File: src/sv/dht_pkg.sv
// Package for the device health tracker: codes, item types and config bundle.
package dht_pkg;

    // Event codes on the input func field
    localparam logic [2:0] FUNC_GOOD          = 3'd0;
    localparam logic [2:0] FUNC_READ_FAIL     = 3'd1;
    localparam logic [2:0] FUNC_RECOVER_CHECK = 3'd2;
    localparam logic [2:0] FUNC_ATTEMPT       = 3'd3;
    localparam logic [2:0] FUNC_RECOVER_FAIL  = 3'd4;

    // Health codes as reported on the output
    localparam logic [1:0] HEALTH_UNINIT   = 2'd0;
    localparam logic [1:0] HEALTH_NORMAL   = 2'd1;
    localparam logic [1:0] HEALTH_DEGRADED = 2'd2;
    localparam logic [1:0] HEALTH_FAILED   = 2'd3;

    // Configuration register indexes
    localparam logic [1:0] REG_FAIL_THRESHOLD = 2'd0;
    localparam logic [1:0] REG_RETRY_INTERVAL = 2'd1;
    localparam logic [1:0] REG_FAILURE_BUDGET = 2'd2;

    // Register reset values
    localparam logic [7:0]  FAIL_THRESHOLD_RST = 8'd3;
    localparam logic [31:0] RETRY_INTERVAL_RST = 32'd1000;
    localparam logic [31:0] FAILURE_BUDGET_RST = 32'd10000;

    localparam logic [7:0] COUNT_MAX = 8'hFF;

    // Internal health state, one-hot
    typedef enum logic [3:0] {
        HS_UNINIT   = 4'b0001,
        HS_NORMAL   = 4'b0010,
        HS_DEGRADED = 4'b0100,
        HS_FAILED   = 4'b1000
    } t_health_state;

    typedef struct packed {
        logic [2:0]  func;
        logic [31:0] now_ms;
    } t_in_item;

    typedef struct packed {
        logic [1:0] health;
        logic       recover_now;
        logic       available;
        logic       failed_flag;
        logic [7:0] fail_count;
    } t_out_item;

    typedef struct packed {
        logic [7:0]  fail_threshold;
        logic [31:0] retry_interval_ms;
        logic [31:0] failure_budget_ms;
    } t_cfg;

endpackage

File: src/sv/dht_regs.sv
// Configuration registers behind the APB-style port.
module dht_regs (
    input  logic              i_clk,
    input  logic              i_rst_n,
    input  logic              psel,
    input  logic              penable,
    input  logic              pwrite,
    input  logic [3:0]        paddr,
    input  logic [31:0]       pwdata,
    output logic [31:0]       prdata,
    output logic              pready,
    output dht_pkg::t_cfg     o_cfg
);

    logic [7:0]  r_fail_threshold;
    logic [31:0] r_retry_interval;
    logic [31:0] r_failure_budget;
    logic        wr_en;
    logic [1:0]  reg_idx;

    assign pready  = 1'b1;
    assign reg_idx = paddr[3:2];
    assign wr_en   = psel && penable && pwrite;

    // Write the addressed register on the access cycle
    always_ff @(posedge i_clk) begin
        if (!i_rst_n) begin
            r_fail_threshold <= dht_pkg::FAIL_THRESHOLD_RST;
            r_retry_interval <= dht_pkg::RETRY_INTERVAL_RST;
            r_failure_budget <= dht_pkg::FAILURE_BUDGET_RST;
        end else if (wr_en) begin
            unique case (reg_idx)
                dht_pkg::REG_FAIL_THRESHOLD: r_fail_threshold <= pwdata[7:0];
                dht_pkg::REG_RETRY_INTERVAL: r_retry_interval <= pwdata;
                dht_pkg::REG_FAILURE_BUDGET: r_failure_budget <= pwdata;
                default: ;
            endcase
        end
    end

    // Read back the addressed register
    always_comb begin
        unique case (reg_idx)
            dht_pkg::REG_FAIL_THRESHOLD: prdata = {24'd0, r_fail_threshold};
            dht_pkg::REG_RETRY_INTERVAL: prdata = r_retry_interval;
            dht_pkg::REG_FAILURE_BUDGET: prdata = r_failure_budget;
            default:                     prdata = 32'd0;
        endcase
    end

    assign o_cfg.fail_threshold    = r_fail_threshold;
    assign o_cfg.retry_interval_ms = r_retry_interval;
    assign o_cfg.failure_budget_ms = r_failure_budget;

endmodule

File: src/sv/dht_engine.sv
// Health state registers and the per-event update logic.
module dht_engine (
    input  logic                i_clk,
    input  logic                i_rst_n,
    input  logic                i_step,
    input  dht_pkg::t_in_item   i_item,
    input  dht_pkg::t_cfg       i_cfg,
    output dht_pkg::t_out_item  o_result
);

    dht_pkg::t_health_state r_state, n_state;
    logic [7:0]  r_count, n_count;
    logic [31:0] r_last_good, n_last_good;
    logic [31:0] r_last_attempt, n_last_attempt;

    logic [31:0] good_age;
    logic [31:0] attempt_age;
    logic        budget_over;
    logic [7:0]  count_inc;
    logic        rec;
    logic [1:0]  health_code;

    // Elapsed times, modulo 2^32
    assign good_age    = i_item.now_ms - r_last_good;
    assign attempt_age = i_item.now_ms - r_last_attempt;
    assign budget_over = (r_last_good != 32'd0) && (good_age >= i_cfg.failure_budget_ms);
    assign count_inc   = (r_count < dht_pkg::COUNT_MAX) ? r_count + 8'd1 : r_count;

    // Work out the next state for this event
    always_comb begin
        n_state        = r_state;
        n_count        = r_count;
        n_last_good    = r_last_good;
        n_last_attempt = r_last_attempt;
        rec            = 1'b0;
        case (i_item.func)
            dht_pkg::FUNC_GOOD: begin
                n_state        = dht_pkg::HS_NORMAL;
                n_count        = 8'd0;
                n_last_good    = i_item.now_ms;
                n_last_attempt = 32'd0;
            end
            dht_pkg::FUNC_READ_FAIL: begin
                n_count = count_inc;
                if (count_inc >= i_cfg.fail_threshold && budget_over) begin
                    n_state = dht_pkg::HS_FAILED;
                end else begin
                    n_state = dht_pkg::HS_DEGRADED;
                end
            end
            dht_pkg::FUNC_RECOVER_CHECK: begin
                if (r_state == dht_pkg::HS_DEGRADED && r_count >= i_cfg.fail_threshold) begin
                    if (budget_over) begin
                        n_state = dht_pkg::HS_FAILED;
                    end else begin
                        rec = (r_last_attempt == 32'd0) ||
                              (attempt_age >= i_cfg.retry_interval_ms);
                    end
                end
            end
            dht_pkg::FUNC_ATTEMPT: begin
                if (r_state != dht_pkg::HS_FAILED) begin
                    n_state        = dht_pkg::HS_DEGRADED;
                    n_last_attempt = i_item.now_ms;
                end
            end
            dht_pkg::FUNC_RECOVER_FAIL: begin
                if (r_state != dht_pkg::HS_FAILED) begin
                    n_last_attempt = i_item.now_ms;
                    n_state = budget_over ? dht_pkg::HS_FAILED : dht_pkg::HS_DEGRADED;
                end
            end
            default: ;
        endcase
    end

    // Commit the update when the item moves to the result register
    always_ff @(posedge i_clk) begin
        if (!i_rst_n) begin
            r_state        <= dht_pkg::HS_UNINIT;
            r_count        <= 8'd0;
            r_last_good    <= 32'd0;
            r_last_attempt <= 32'd0;
        end else if (i_step) begin
            r_state        <= n_state;
            r_count        <= n_count;
            r_last_good    <= n_last_good;
            r_last_attempt <= n_last_attempt;
        end
    end

    // Map the one-hot state to the reported code
    always_comb begin
        unique case (n_state)
            dht_pkg::HS_UNINIT:   health_code = dht_pkg::HEALTH_UNINIT;
            dht_pkg::HS_NORMAL:   health_code = dht_pkg::HEALTH_NORMAL;
            dht_pkg::HS_DEGRADED: health_code = dht_pkg::HEALTH_DEGRADED;
            dht_pkg::HS_FAILED:   health_code = dht_pkg::HEALTH_FAILED;
            default:              health_code = dht_pkg::HEALTH_UNINIT;
        endcase
    end

    assign o_result.health      = health_code;
    assign o_result.recover_now = rec;
    assign o_result.available   = (n_state == dht_pkg::HS_NORMAL) ||
                                  (n_state == dht_pkg::HS_DEGRADED);
    assign o_result.failed_flag = (n_state == dht_pkg::HS_FAILED);
    assign o_result.fail_count  = n_count;

endmodule

File: src/sv/device_health_tracker.sv
// Top level of the device health tracker: input register, engine, result register.
//
//  channel   direction  handshake                 payload
//  input     in         i_in_valid / o_in_stall   i_in_data  (t_in_item)
//  output    out        o_out_valid / i_out_stall o_out_data (t_out_item)
//  config    in         psel/penable/pwrite       paddr, pwdata, prdata
//
// One event per cycle sustained while the output does not stall; an event passes through
// two registers, the input register and then the result register.
// The state update is a single subtract-and-compare per elapsed time.
// Synchronous active-low reset returns the tracker to uninitialized with all times zero.
// A stall on the output holds the result register and, once the input register is
// full, stalls the input.
module device_health_tracker (
    input  logic                i_clk,
    input  logic                i_rst_n,
    input  logic                i_in_valid,
    output logic                o_in_stall,
    input  dht_pkg::t_in_item   i_in_data,
    output logic                o_out_valid,
    input  logic                i_out_stall,
    output dht_pkg::t_out_item  o_out_data,
    input  logic                psel,
    input  logic                penable,
    input  logic                pwrite,
    input  logic [3:0]          paddr,
    input  logic [31:0]         pwdata,
    output logic [31:0]         prdata,
    output logic                pready
);

    dht_pkg::t_cfg      cfg;
    dht_pkg::t_in_item  r_in_data;
    logic               r_in_valid;
    dht_pkg::t_out_item r_out_data;
    logic               r_out_valid;
    dht_pkg::t_out_item result;
    logic               advance;
    logic               step;
    logic               in_take;

    dht_regs u_regs (
        .i_clk   (i_clk),
        .i_rst_n (i_rst_n),
        .psel    (psel),
        .penable (penable),
        .pwrite  (pwrite),
        .paddr   (paddr),
        .pwdata  (pwdata),
        .prdata  (prdata),
        .pready  (pready),
        .o_cfg   (cfg)
    );

    // Result register frees up when empty or being taken
    assign advance    = !r_out_valid || !i_out_stall;
    assign step       = r_in_valid && advance;
    assign o_in_stall = r_in_valid && !advance;
    assign in_take    = i_in_valid && !o_in_stall;

    dht_engine u_engine (
        .i_clk    (i_clk),
        .i_rst_n  (i_rst_n),
        .i_step   (step),
        .i_item   (r_in_data),
        .i_cfg    (cfg),
        .o_result (result)
    );

    // Input register: load on transfer, drain on step
    always_ff @(posedge i_clk) begin
        if (!i_rst_n) begin
            r_in_valid <= 1'b0;
        end else if (in_take) begin
            r_in_valid <= 1'b1;
        end else if (step) begin
            r_in_valid <= 1'b0;
        end
    end

    always_ff @(posedge i_clk) begin
        if (in_take) begin
            r_in_data <= i_in_data;
        end
    end

    // Result register: hold while stalled
    always_ff @(posedge i_clk) begin
        if (!i_rst_n) begin
            r_out_valid <= 1'b0;
        end else if (advance) begin
            r_out_valid <= step;
        end
    end

    always_ff @(posedge i_clk) begin
        if (step) begin
            r_out_data <= result;
        end
    end

    assign o_out_valid = r_out_valid;
    assign o_out_data  = r_out_data;

endmodule
File: config.mk
export PLATFORM = sky130hd
export DESIGN_NAME = device_health_tracker
export DESIGN_NICKNAME = d
export VERILOG_FILES = /design/src/sv/dht_pkg.sv /design/src/sv/dht_regs.sv /design/src/sv/dht_engine.sv /design/src/sv/device_health_tracker.sv
export SDC_FILE = /design/constraint.sdc
export NUM_CORES = 1
export LEC_CHECK = 0
export BUFFER_PORTS_ARGS = -buffer_cell sky130_fd_sc_hd__buf_2
export CAP_MARGIN = 20
export CORE_MARGIN = 5
export CORE_UTILIZATION = 46
export DETAILED_ROUTE_END_ITERATION = 8
export PLACE_DENSITY_LB_ADDON = 0.3
export SYNTH_ARGS = -nofsm -noshare
export SYNTH_HDL_FRONTEND = slang
export SYNTH_HIERARCHICAL = 1
export SYNTH_SLANG_ARGS = --single-unit
export TNS_END_PERCENT = 20
File: constraint.sdc
create_clock -name i_clk -period 10.15 [get_ports i_clk]
set_input_delay 1.015 -clock i_clk [delete_from_list [all_inputs] [get_ports i_clk]]
set_output_delay 1.015 -clock i_clk [all_outputs]
set_load 0.02 [all_outputs]
==> summary.txt, run 1 <==
Outcome
  – Status: completed

Run
  – MaxCap Viol Count: 0

Logic synthesis
  – Area leader, netlist: dfxtp_1
  – Largest cells by area after synthesis: dfxtp_1, ha_1, edfxtp_1
  – Commonest cells in the netlist: nand2_1, inv_1, a21oi_1
  – Post-synth EDFFs: 48
  – Synth Register Bits: about 200
  – Yosys top cell area share: 22.4%
  – Most used DFF post-synth: dfxtp_1
  – Avg Inst Size Synth: 8.28 um^2
  – Seq/Total Area, Yosys: 33.2%
  – Area of the mapped netlist: 13400 um^2
  – Post-Syn Instances: 1618
  – Synth Warn #: 6
  – Most numerous cell in the Yosys netlist: nand2_1
  – Synth unique cells: 74
  – Synth async-reset ratio: 0%
  – Syn_nets: about 1800

Worst setup path
  – RR Startpoint: r_in_data[1]$_DFFE_PP_
  – Worst setup startpoint: r_in_data[1]$_DFFE_PP_
  – Critical path endpoint category: register
  – Crit-path max FO: 6
  – CP Launch Type: register
  – Kind of critical path: reg2reg
  – Data arrival, critical path: ~6000 ps
  – Req. time, crit path: approximately 10000 ps

Drt
  – 1st-pass router iterations: 5
  – Initial DRC count: about 850
  – Detailed-route via count: approximately 12000
  – Final wirelength: 36000 um
  – Post-route ant nets: 0
  – Post-route DRC: 0
  – WL/cell: 17.1 um
  – Vias/cell: 5.58

Clock tree
  – Post-CTS resize count: 0
  – CTS H-tree lvls: 4
  – CTS tree: yes
  – CTS sink cnt: approximately 200
  – Postcts setup bufs: 0
  – Clock transition at path regs: 80 ps
  – Clk buf depth: 2
  – Worst skew pair latency: 440 ps
  – CTS Hold Bufs: 0
  – Clock Root Buffer: clkbuf_16
  – TritonCTS Buffers: 17

Floorplan
  – Row cnt: 62
  – Starting Density: 46.7%
  – Die W: around 180 um
  – Die Y: roughly 180 um
  – Core area: 28700 um^2
  – Total Die Area: 32600 um^2
  – # IOs: ~130

Pwr
  – Sw frac: 31.3%
  – Combinational power share: 20.1%
  – Clk pwr share: 35.3%
  – Pwr Density: around 130 nW/um^2
  – Lkg Pwr: 6.06 nW
  – Sw power: roughly 600 uW
  – Worst vdd rail ir drop: 114 uV
  – Sequential share of power: 44.6%
  – Pint: ~1.3 mW

Global routing
  – Largest net degree at the start of global routing: between 80 and 90
  – Initial antenna violation count: 0
  – First-pass GRT wire length: 57600 um
  – GRT overflow: 0
  – Vias in the first global route: 10962
  – Gr usage total: 21.5%

STA
  – Maximum clock rate: ~170 MHz
  – RSZ-0062 raised after global routing: no
  – Worst Max-Slew Pin Slew: just over 1000 ps
  – Minimum clock period: 5740 ps
  – Clock Skew: about 15 ps
  – Final setup vio count: 0
  – Slew HR: approximately 30%
  – Fin. max-slew vios: 0
  – Final period util: between 50 and 60%
  – Final setup TNS: 0 ps
  – Final hold violation count: 0

Placed design
  – Placed Instance Area: ~14000 um^2
  – Port bufs: 122
  – Post-DP HPWL: ~27000 um
  – GPL Wtd Cong: 0.914

Layout
  – Final instance area: 14900 um^2
  – Layout cells sized above 1: 11.1%
  – Layout net count: slightly below 2000
  – P&R area growth vs syn: 10.9%
  – Ant diodes: 0
  – Fin util: 51.7%

Min path
  – Min-Delay Path Class: reg2reg
  – HP Start: u_engine/r_last_attempt[19]$_SDFFE_PN0P_
-- state kept, by name, indices dropped and copies added (netlist names) --
signal                   count
o_out_data                  13
o_out_valid                  1
r_in_data                   35
r_in_valid                   1
u_engine/r_count             8
u_engine/r_last_attempt     32
u_engine/r_last_good        32
u_engine/r_state             4
u_regs/r_fail_threshold      8
u_regs/r_failure_budget     32
u_regs/r_retry_interval     32
-- worst max-delay path: stages (launching register included) --
cell	delay, ps
edfxtp_1	520
ha_1	330
nor2b_1	130
o21ai_0	200
a21boi_0	180
o2111ai_1	440
a211oi_1	270
o311ai_1	710
a211o_1	230
nand4_1	120
ha_1	320
and4_1	230
a221oi_1	450
o211ai_1	180
o21ai_2	310
o21ai_0	260
o211a_1	210
a2111oi_1	430
-- metal layers --
metal / GRT usage (%) / up-vias / wire [um] / part of all wire, %
li1: - / 5869 / - / -
met1: 30.2 / 5464 / 16700 / 46
met2: 34.5 / 373 / 16300 / 45
met3: 3.63 / 32 / 2440 / 6.8
met4: 5.11 / 0 / 551 / 1.5
met5: 0 / - / 0 / 0
-- final timing paths --
check | to | slack [ps] | depth (start not counted)
worst max register to register | o_out_data[12]$_DFFE_PP_ | 4410 | 17
worst min-delay path | u_engine/r_last_attempt[19]$_SDFFE_PN0P_ | 470 | 2
worst min register to register | u_engine/r_last_attempt[19]$_SDFFE_PN0P_ | 470 | 2
worst max-delay path | o_out_data[12]$_DFFE_PP_ | 4410 | 17
-- cells by family (layout without fill, tap and decap cells) --
kind of cell    count (synthesis)  in the layout  share of synthesized area (%)
fa+ha+maj                     145            145                           13.7
xor+xnor                       54             54                           3.53
mux                            71             71                           5.31
compound gates                390            390                           19.2
buf+inv                       236            336                           7.12
other cells                     1              1                         0.0280
flops                         198            198                           33.2
simple gates                  523            523                           18.0
-- power groups by stage --
| stage | clock network, mW | logic [mW] | registers [mW] |
|---|---|---|---|
| 2_1_floorplan | 0 | 0.274 | 0.865 |
| 6_report | 0.674 | 0.384 | 0.853 |
| 3_3_place_gp | 0 | 0.369 | 0.870 |
| 5_1_grt | 0.719 | 0.430 | 0.856 |
| 3_5_place_dp | 0 | 0.379 | 0.871 |
| 4_1_cts | 0.689 | 0.381 | 0.853 |
-- placed cells by master, fill, tap and decap left out, drive strengths merged, types with 20 or more instances in the layout --
master and n:
nand2 252, edfxtp 48, ha 143, nor3 23
mux2i 71, buf 134, nor2b 22, dfxtp 150
a22o 26, nand3 59, nor4 20, inv 180
xnor2 36, a21oi 151, a21o 40, o21ai 59
nor2 75
-- layout make-up --
class                   instances  area [um^2]
repair buffers                134          703
clock buffers                  19          433
flip-flops and latches        198         4440
well taps                     384          480
multi-input cells            1184         8020
inverters                     170          638
fillers                      2731        13900
clock inverters                13          131
-- stage by stage --
step | setup slack [ps] | hold WS, ps | power, mW | std cells
after floorplan | 5580 | 445 | 1.14 | 1618
after global placement | 4510 | 453 | 1.24 | 2070
after detailed placement | 4430 | 458 | 1.25 | 2070
after CTS | 4430 | 468 | 1.92 | 2102
after global routing | 3910 | 487 | 2.00 | 2102
final | 4410 | 469 | 1.91 | 2102
(Power assumes the default switching activity.)
==> run 2, diff against run 1 <==
Clock period 10.15 ns to 5.3 ns, I/O delays scaled along.
==> run 2 against run 1 <==
Effect of this change: worst setup slack worse by 4200 ps; via count increased by 1.7%; die area is the same; register-to-register slack worse by 4200 ps; clock-buffer cell count stayed put; non-clock buffer count rose by 13; clock power grew 90%; critical path type unchanged; largest cell class unchanged; highest routed layer unchanged.
==> summary.txt, run 2 (synthesis gave the netlist of run 1 again) <==
Worst setup path
  – R2R setup slack: 200 ps (was 4410 ps)
  – Critical path endpoint category: register (unchanged)
  – Kind of critical path: reg2reg (unchanged)
  – Critical Path Max Stage Delay: 510 ps (was 710 ps)
  – Data arrival, critical path: 5330 ps (was 5960 ps)
  – RR Startpoint: r_in_data[0]$_DFFE_PP_ (was r_in_data[1]$_DFFE_PP_)
  – Reg2Reg Depth: 21 (was 17)
  – Worst setup startpoint: r_in_data[0]$_DFFE_PP_ (was r_in_data[1]$_DFFE_PP_)
  – Req. time, crit path: 5530 ps (was 10370 ps)
  – Worst setup endpoint: o_out_data[12]$_DFFE_PP_ (unchanged)
  – Critical path cell sequence: inv_1 > ha_1 > inv_1 > fa_1 > nand2_1 > a21oi_1 > o311ai_2 > a21boi_2 > a41oi_2 > a21oi_1 > or4b_1 > nand4b_1 > ha_1 > nand2_1 > o21ai_0 > a221oi_2 > o211ai_1 > o21ai_2 > o21ai_0 > o211a_1 > a2111oi_1 (was ha_1 > nor2b_1 > o21ai_0 > a21boi_0 > o2111ai_1 > a211oi_1 > o311ai_1 > a211o_1 > nand4_1 > ha_1 > and4_1 > a221oi_1 > o211ai_1 > o21ai_2 > o21ai_0 > o211a_1 > a2111oi_1)
  – CP max stage cell: or4b_1 (was o311ai_1)
  – RR Endpoint: o_out_data[12]$_DFFE_PP_ (unchanged)
  – CP Launch Type: register (unchanged)
  – Crit-path max FO: 5 (was 6)

STA
  – Worst Max-Slew Pin Slew: 1030 ps (about the same)
  – Slew HR: 31.1% (was 29.5%)
  – Fin. max-slew vios: 0 (unchanged)
  – Minimum clock period: 5100 ps (was 5740 ps)
  – Worst setup margin: 204 ps (was 4410 ps)
  – Clock Skew: 17.5 ps (was 15.0 ps)
  – Final setup vio count: 0 (unchanged)
  – Maximum clock rate: 196 MHz (was 174 MHz)
  – Final hold violation count: 0 (unchanged)
  – Final period util: 96.1% (was 56.6%)

Drt
  – Post-route ant nets: 0 (unchanged)
  – WL/cell: 17.5 um (was 17.1 um)
  – Initial DRC count: 1102 (was 847)
  – Post-route DRC: 0 (unchanged)
  – 1st-pass router iterations: 6 (was 5)
  – Detailed-route via count: 11939 (was 11738)
  – Final wirelength: 37000 um (was 36000 um)
  – Vias/cell: 5.64 (was 5.58)

Global routing
  – GRT overflow: 0 (unchanged)
  – Gr usage total: 21.7% (was 21.5%)
  – Largest net degree at the start of global routing: 65 (was 82)
  – First-pass GRT wire length: 58500 um (was 57600 um)
  – Vias in the first global route: 11112 (was 10962)
  – Initial antenna violation count: 0 (unchanged)

Layout
  – Top reg by flops: r_in_data (unchanged)
  – Commonest non-fill, non-tap cell in the layout: nand2_1 (unchanged)
  – Multi-input gate area: 8120 um^2 (was 8020 um^2)
  – Fillers: 2728 (was 2731)
  – Sequential cell area: 4440 um^2 (unchanged)
  – Number of flip-flops in the largest register: 35 (unchanged)
  – Layout cells sized above 1: 12.6% (was 11.1%)
  – Fin util: 52.4% (was 51.7%)
  – Layout net count: 1941 (was 1928)
  – P&R area growth vs syn: 12.3% (was 10.9%)
  – Most frequent cells in the layout: nand2_1, inv_1, a21oi_1, dfxtp_1, ha_1 (was nand2_1, inv_1, a21oi_1)

Floorplan
  – Core area: 28700 um^2 (unchanged)
  – Total Die Area: 32600 um^2 (unchanged)
  – Row cnt: 62 (unchanged)
  – Die Y: 181 um (unchanged)
  – Die W: 181 um (unchanged)
  – # IOs: 126 (unchanged)
  – Starting Density: 46.7% (unchanged)

Placed design
  – GPL Wtd Cong: 0.892 (was 0.914)
  – Place WS: 36.9 ps (was 4430 ps)
  – Post-DP HPWL: 28100 um (was 27500 um)
  – Port bufs: 122 (unchanged)

Outcome
  – Status: completed (unchanged)

Pwr
  – Lkg Pwr: 6.13 nW (was 6.06 nW)
  – Worst vdd rail ir drop: 237 uV (was 114 uV)
  – Pwr Density: 244 nW/um^2 (was 129 nW/um^2)
  – Design Power: 3.67 mW (was 1.91 mW)

Run
  – MaxCap Viol Count: 0 (unchanged)

Clock tree
  – CTS H-tree lvls: 4 (unchanged)
  – TritonCTS Buffers: 17 (unchanged)
  – CTS tree: yes (unchanged)
  – CTS sink cnt: 198 (unchanged)
  – Clock transition at path regs: 90 ps (was 80 ps)
  – CTS Hold Bufs: 0 (unchanged)
  – Worst skew pair latency: 450 ps (was 440 ps)
  – Postcts setup bufs: 0 (unchanged)
  – Clk buf depth: 2 (unchanged)
  – Clock Root Buffer: clkbuf_16 (unchanged)

Min path
  – Min-Delay Path Class: in2reg (was reg2reg)
## run 2: changes by cell type in the layout (fill, tap and decap cells not counted), moves of 2 or more
| cell | change |
|---|---|
| inv_6 | -3 |
| ha_1 | -3 |
| ha_2 | +3 |
| clkinv_4 | +3 |
| buf_4 | +13 |
| o311ai_1 | -2 |
## run 2: power breakdown
part | internal [mW] | switching, mW | total [mW]
combinational | 0.306 | 0.451 | 0.757
sequential | 1.59 | 0.0445 | 1.63
clock | 0.632 | 0.648 | 1.28
total | 2.53 | 1.14 | 3.67
## run 2: area by class of cell
class / instances / area share, %
multi-input combinational: 1184 / 54.0
sequential: 198 / 29.5
timing repair buffer: 147 / 5.32
inverter: 170 / 4.24
tap: 384 / 3.19
clock buffer: 19 / 2.94
clock inverter: 13 / 0.774
antenna: 1 / 0.0166
## run 2: how the worst min path moves through the flow
stage,startpoint,end,slack [ps],cells past startpoint
after floorplan,u_engine/r_last_attempt[11]$_SDFFE_PN0P_,u_engine/r_last_attempt[11]$_SDFFE_PN0P_,440,2
after global placement,u_engine/r_last_attempt[16]$_SDFFE_PN0P_,u_engine/r_last_attempt[16]$_SDFFE_PN0P_,450,2
after detailed placement,u_engine/r_last_attempt[7]$_SDFFE_PN0P_,u_engine/r_last_attempt[7]$_SDFFE_PN0P_,460,2
after CTS,i_in_data[1],r_in_data[1]$_DFFE_PP_,240,1
after global routing,i_in_data[26],r_in_data[26]$_DFFE_PP_,240,1
final,i_in_data[3],r_in_data[3]$_DFFE_PP_,250,1
## run 2: layer usage
layer / vias up / GRT usage [%] / part of all wire [%]
li1: 5889 / - / -
met4: 0 / 6.59 / 2.2
met5: - / 0 / 0
met2: 457 / 33.8 / 44
met1: 5546 / 31.2 / 47
met3: 47 / 3.35 / 6.3
## run 2: metrics by stage
| step | setup TNS [ps] | area [um^2] | instances | hold WS, ps |
|---|---|---|---|---|
| after CTS | 0 | 14900 | 2115 | 242 |
| after floorplan | 0 | 13400 | 1618 | 445 |
| after global routing | -11.5 | 15000 | 2115 | 240 |
| after detailed placement | 0 | 14400 | 2083 | 458 |
| after global placement | 0 | 14400 | 2083 | 454 |
| final | 0 | 15000 | 2116 | 250 |
## run 2: timing repair
| item | CTS | global route |
|---|---|---|
| gates resized for setup | 0 | 19 |
| setup endpoints to repair | 0 | 5 |
| hold endpoints to repair | 0 | 0 |
## run 2: worst max-delay path: cells and delay by family, from the launching register on
family | cells | cell delay (ps)
buffers and inverters | 2 | 170
AO/OA/AOI/OAI | 12 | 2680
adder cells (fa/ha/maj) | 3 | 800
AND/OR/NAND/NOR | 4 | 840
flip-flops | 1 | 390
==> run 3, diff against run 2 <==
Settings changed: ABC_AREA set to 1, BUFFER_PORTS_ARGS -buffer_cell sky130_fd_sc_hd__buf_2 to unset, DONT_BUFFER_PORTS set to 1.
==> run 3 against run 2 <==
Effect of this change: sequential cell count did not move; via count rose by 2.6%; clock power rose by 5%; critical endpoint is now o_out_data[9]$_DFFE_PP_.
==> summary.txt, run 3 <==
Logic synthesis
  – Most used DFF post-synth: dfxtp_1 (unchanged)
  – Post-synth EDFFs: 48 (unchanged)
  – Largest cells by area after synthesis: dfxtp_1, ha_1, edfxtp_1 (unchanged)
  – Synth Register Bits: 198 (unchanged)
  – Area of the mapped netlist: 13800 um^2 (was 13400 um^2)
  – Most numerous cell in the Yosys netlist: nand2_1 (unchanged)
  – Yosys top cell area share: 21.7% (was 22.4%)
  – Post-Syn Instances: 1879 (was 1618)
  – Area leader, netlist: dfxtp_1 (unchanged)
  – Synth unique cells: 53 (was 74)
  – Seq/Total Area, Yosys: 32.1% (was 33.2%)
  – Synth Warn #: 6 (unchanged)
  – Commonest cells in the netlist: nand2_1, inv_1, nor2_1 (was nand2_1, inv_1, a21oi_1)
  – Avg Inst Size Synth: 7.37 um^2 (was 8.28 um^2)
  – Synth async-reset ratio: 0% (unchanged)
  – Syn_nets: 2102 (was 1841)

Clock tree
  – CTS Hold Bufs: 0 (unchanged)
  – CTS H-tree lvls: 4 (unchanged)
  – Clk buf depth: 2 (unchanged)
  – TritonCTS Buffers: 17 (unchanged)
  – Clock Root Buffer: clkbuf_16 (unchanged)
  – Post-CTS resize count: 0 (unchanged)
  – Clock transition at path regs: 80 ps (was 90 ps)
  – Worst skew pair latency: 450 ps (about the same)
  – CTS sink cnt: 198 (unchanged)
  – Postcts setup bufs: 0 (unchanged)
  – CTS tree: yes (unchanged)

Worst setup path
  – CP Launch Type: register (unchanged)
  – Critical path endpoint category: register (unchanged)
  – Kind of critical path: reg2reg (unchanged)
  – Data arrival, critical path: 4550 ps (was 5330 ps)
  – Req. time, crit path: 5500 ps (was 5530 ps)
  – Crit-path max FO: 6 (was 5)

STA
  – Minimum clock period: 4340 ps (was 5100 ps)
  – Final hold violation count: 0 (unchanged)
  – Final setup vio count: 0 (unchanged)
  – Clock Skew: 12.1 ps (was 17.5 ps)
  – Final setup TNS: 0 ps (unchanged)
  – Final period util: 82.0% (was 96.1%)
  – Slew HR: 29.7% (was 31.1%)
  – Maximum clock rate: 230 MHz (was 196 MHz)
  – Fin. max-slew vios: 0 (unchanged)
  – RSZ-0062 raised after global routing: no
  – Worst Max-Slew Pin Slew: 1050 ps (was 1030 ps)

Global routing
  – Gr usage total: 22.6% (was 21.7%)
  – First-pass GRT wire length: 60800 um (was 58500 um)
  – Vias in the first global route: 11226 (was 11112)
  – Largest net degree at the start of global routing: 107 (was 65)
  – GRT overflow: 0 (unchanged)
  – Initial antenna violation count: 0 (unchanged)

Floorplan
  – Total Die Area: 33700 um^2 (was 32600 um^2)
  – Row cnt: 63 (was 62)
  – Core area: 29600 um^2 (was 28700 um^2)
  – Die W: 183 um (was 181 um)
  – Die Y: 183 um (was 181 um)
  – Starting Density: 46.7% (about the same)
  – # IOs: 126 (unchanged)

Placed design
  – Placed Instance Area: 14100 um^2 (was 14400 um^2)
  – Post-DP HPWL: 29500 um (was 28100 um)
  – Port bufs: 0 (was 122)
  – GPL Wtd Cong: 0.914 (was 0.892)

Pwr
  – Lkg Pwr: 6.30 nW (was 6.13 nW)
  – Worst vdd rail ir drop: 210 uV (was 237 uV)
  – Pwr Density: 273 nW/um^2 (was 244 nW/um^2)

Layout
  – Top reg by flops: r_in_data (unchanged)
  – Layout net count: 2071 (was 1941)
  – Final instance area: 14700 um^2 (was 15000 um^2)
  – Commonest non-fill, non-tap cell in the layout: nand2_1 (unchanged)
  – Number of flip-flops in the largest register: 35 (unchanged)
  – Most frequent cells in the layout: nand2_1, inv_1, nor2_1 (was nand2_1, inv_1, a21oi_1, dfxtp_1, ha_1)
  – P&R area growth vs syn: 6.17% (was 12.3%)
  – Fillers: 2937 (was 2728)
  – Layout cells sized above 1: 7.85% (was 12.6%)

Drt
  – Vias/cell: 5.44 (was 5.64)
  – Post-route ant nets: 0 (unchanged)
  – WL/cell: 17.0 um (was 17.5 um)
  – Post-route DRC: 0 (unchanged)
  – Final wirelength: 38400 um (was 37000 um)
  – 1st-pass router iterations: 5 (was 6)
  – Detailed-route via count: 12253 (was 11939)
  – Initial DRC count: 930 (was 1102)

Min path
  – Min-Delay Path Class: in2reg (unchanged)

Run
  – MaxCap Viol Count: 0 (unchanged)

Outcome
  – Status: completed (unchanged)
-- run 3: cell count changes in the layout (fill, tap and decap cells not counted), sizes merged, moves of 26 or more --
cell,before,now
buf,147,9
nand2,252,387
nor2,75,208
inv,176,268
mux2i,71,0
nand3,59,114
o21ai,59,114
a21oi,151,199
a21o,40,5
a22o,26,0
-- run 3: where the power goes --
| part | switching [mW] | internal [mW] | leakage (nW) | total, mW |
|---|---|---|---|---|
| combinational | 0.642 | 0.362 | 4.31 | 1.00 |
| clock | 0.627 | 0.719 | 0.305 | 1.35 |
| sequential | 0.0576 | 1.61 | 1.69 | 1.67 |
| total | 1.33 | 2.69 | 6.30 | 4.02 |
-- run 3: per-layer routing --
layer / share of wire (%) / GRT usage (%) / up-vias
met1: 48 / 32.3 / 5658
met3: 5.3 / 3.36 / 59
met4: 3.0 / 8.02 / 0
met5: 0 / 0 / -
met2: 44 / 34.9 / 384
li1: - / - / 6152
-- run 3: cell families after synthesis --
logic type / count (synthesis) / synth area share, %
AOI/OAI and AO/OA: 382 / 17.4
xor gates and xnor gates: 65 / 4.11
adders and majority gates: 145 / 13.2
buffers and inverters: 321 / 9.47
DFF: 198 / 32.1
other: 1 / 0.0271
and+or+nand+nor: 767 / 23.7
-- run 3: area by class of cell --
cell class              instances  area [um^2]  share of cell area, %
multi-input cells            1360         8090                   55.1
flip-flops and latches        198         4440                   30.2
inverters                     262          983                   6.69
well taps                     390          488                   3.32
clock buffers                  19          475                   3.24
clock inverters                13          130                  0.886
repair buffers                  9         80.1                  0.545
diodes                          1         2.50                 0.0170
-- run 3: worst max-delay path, cell delays in order, from the launching register on --
cell	delay, ps
edfxtp_1	420
inv_1	110
ha_1	190
inv_1	80
fa_1	400
nand3_1	100
nand2_1	100
a21oi_2	290
o21ai_2	140
a21boi_2	210
o21ai_2	110
nand2_1	90
nand2_1	110
xor2_1	170
ha_1	270
nand2_1	40
nor2_1	110
nand4_1	160
nor2_1	220
nand2_1	90
nand2_2	140
nand3_2	80
nand2_1	70
nand2_1	110
inv_1	70
nand2_1	60
nand3_1	100
nand2_1	60
-- run 3: worst paths after layout --
check                                        startpoint                               endpoint  slack (ps)  depth (start not counted)
setup / recovery                 r_in_data[0]$_DFFE_PP_                o_out_data[9]$_DFFE_PP_         960                         27
hold reg to reg   u_engine/r_last_good[21]$_SDFFE_PN0P_  u_engine/r_last_good[21]$_SDFFE_PN0P_         470                          2
setup reg to reg                 r_in_data[0]$_DFFE_PP_                o_out_data[9]$_DFFE_PP_         960                         27
hold / removal                            i_in_data[21]                r_in_data[21]$_DFFE_PP_         170                          0
-- run 3: stage by stage --
stage                     cells  setup slack [ps]  hold WS, ps  total power, mW  util [%]
after floorplan            1879              1780          447             2.45         -
after global placement     2218              1020          463             2.67      47.5
after detailed placement   2218              1010          461             2.69      47.5
after CTS                  2250               988          145             4.05      49.5
after global routing       2251               638          141             4.26      49.6
final                      2252               956          172             4.02      49.6
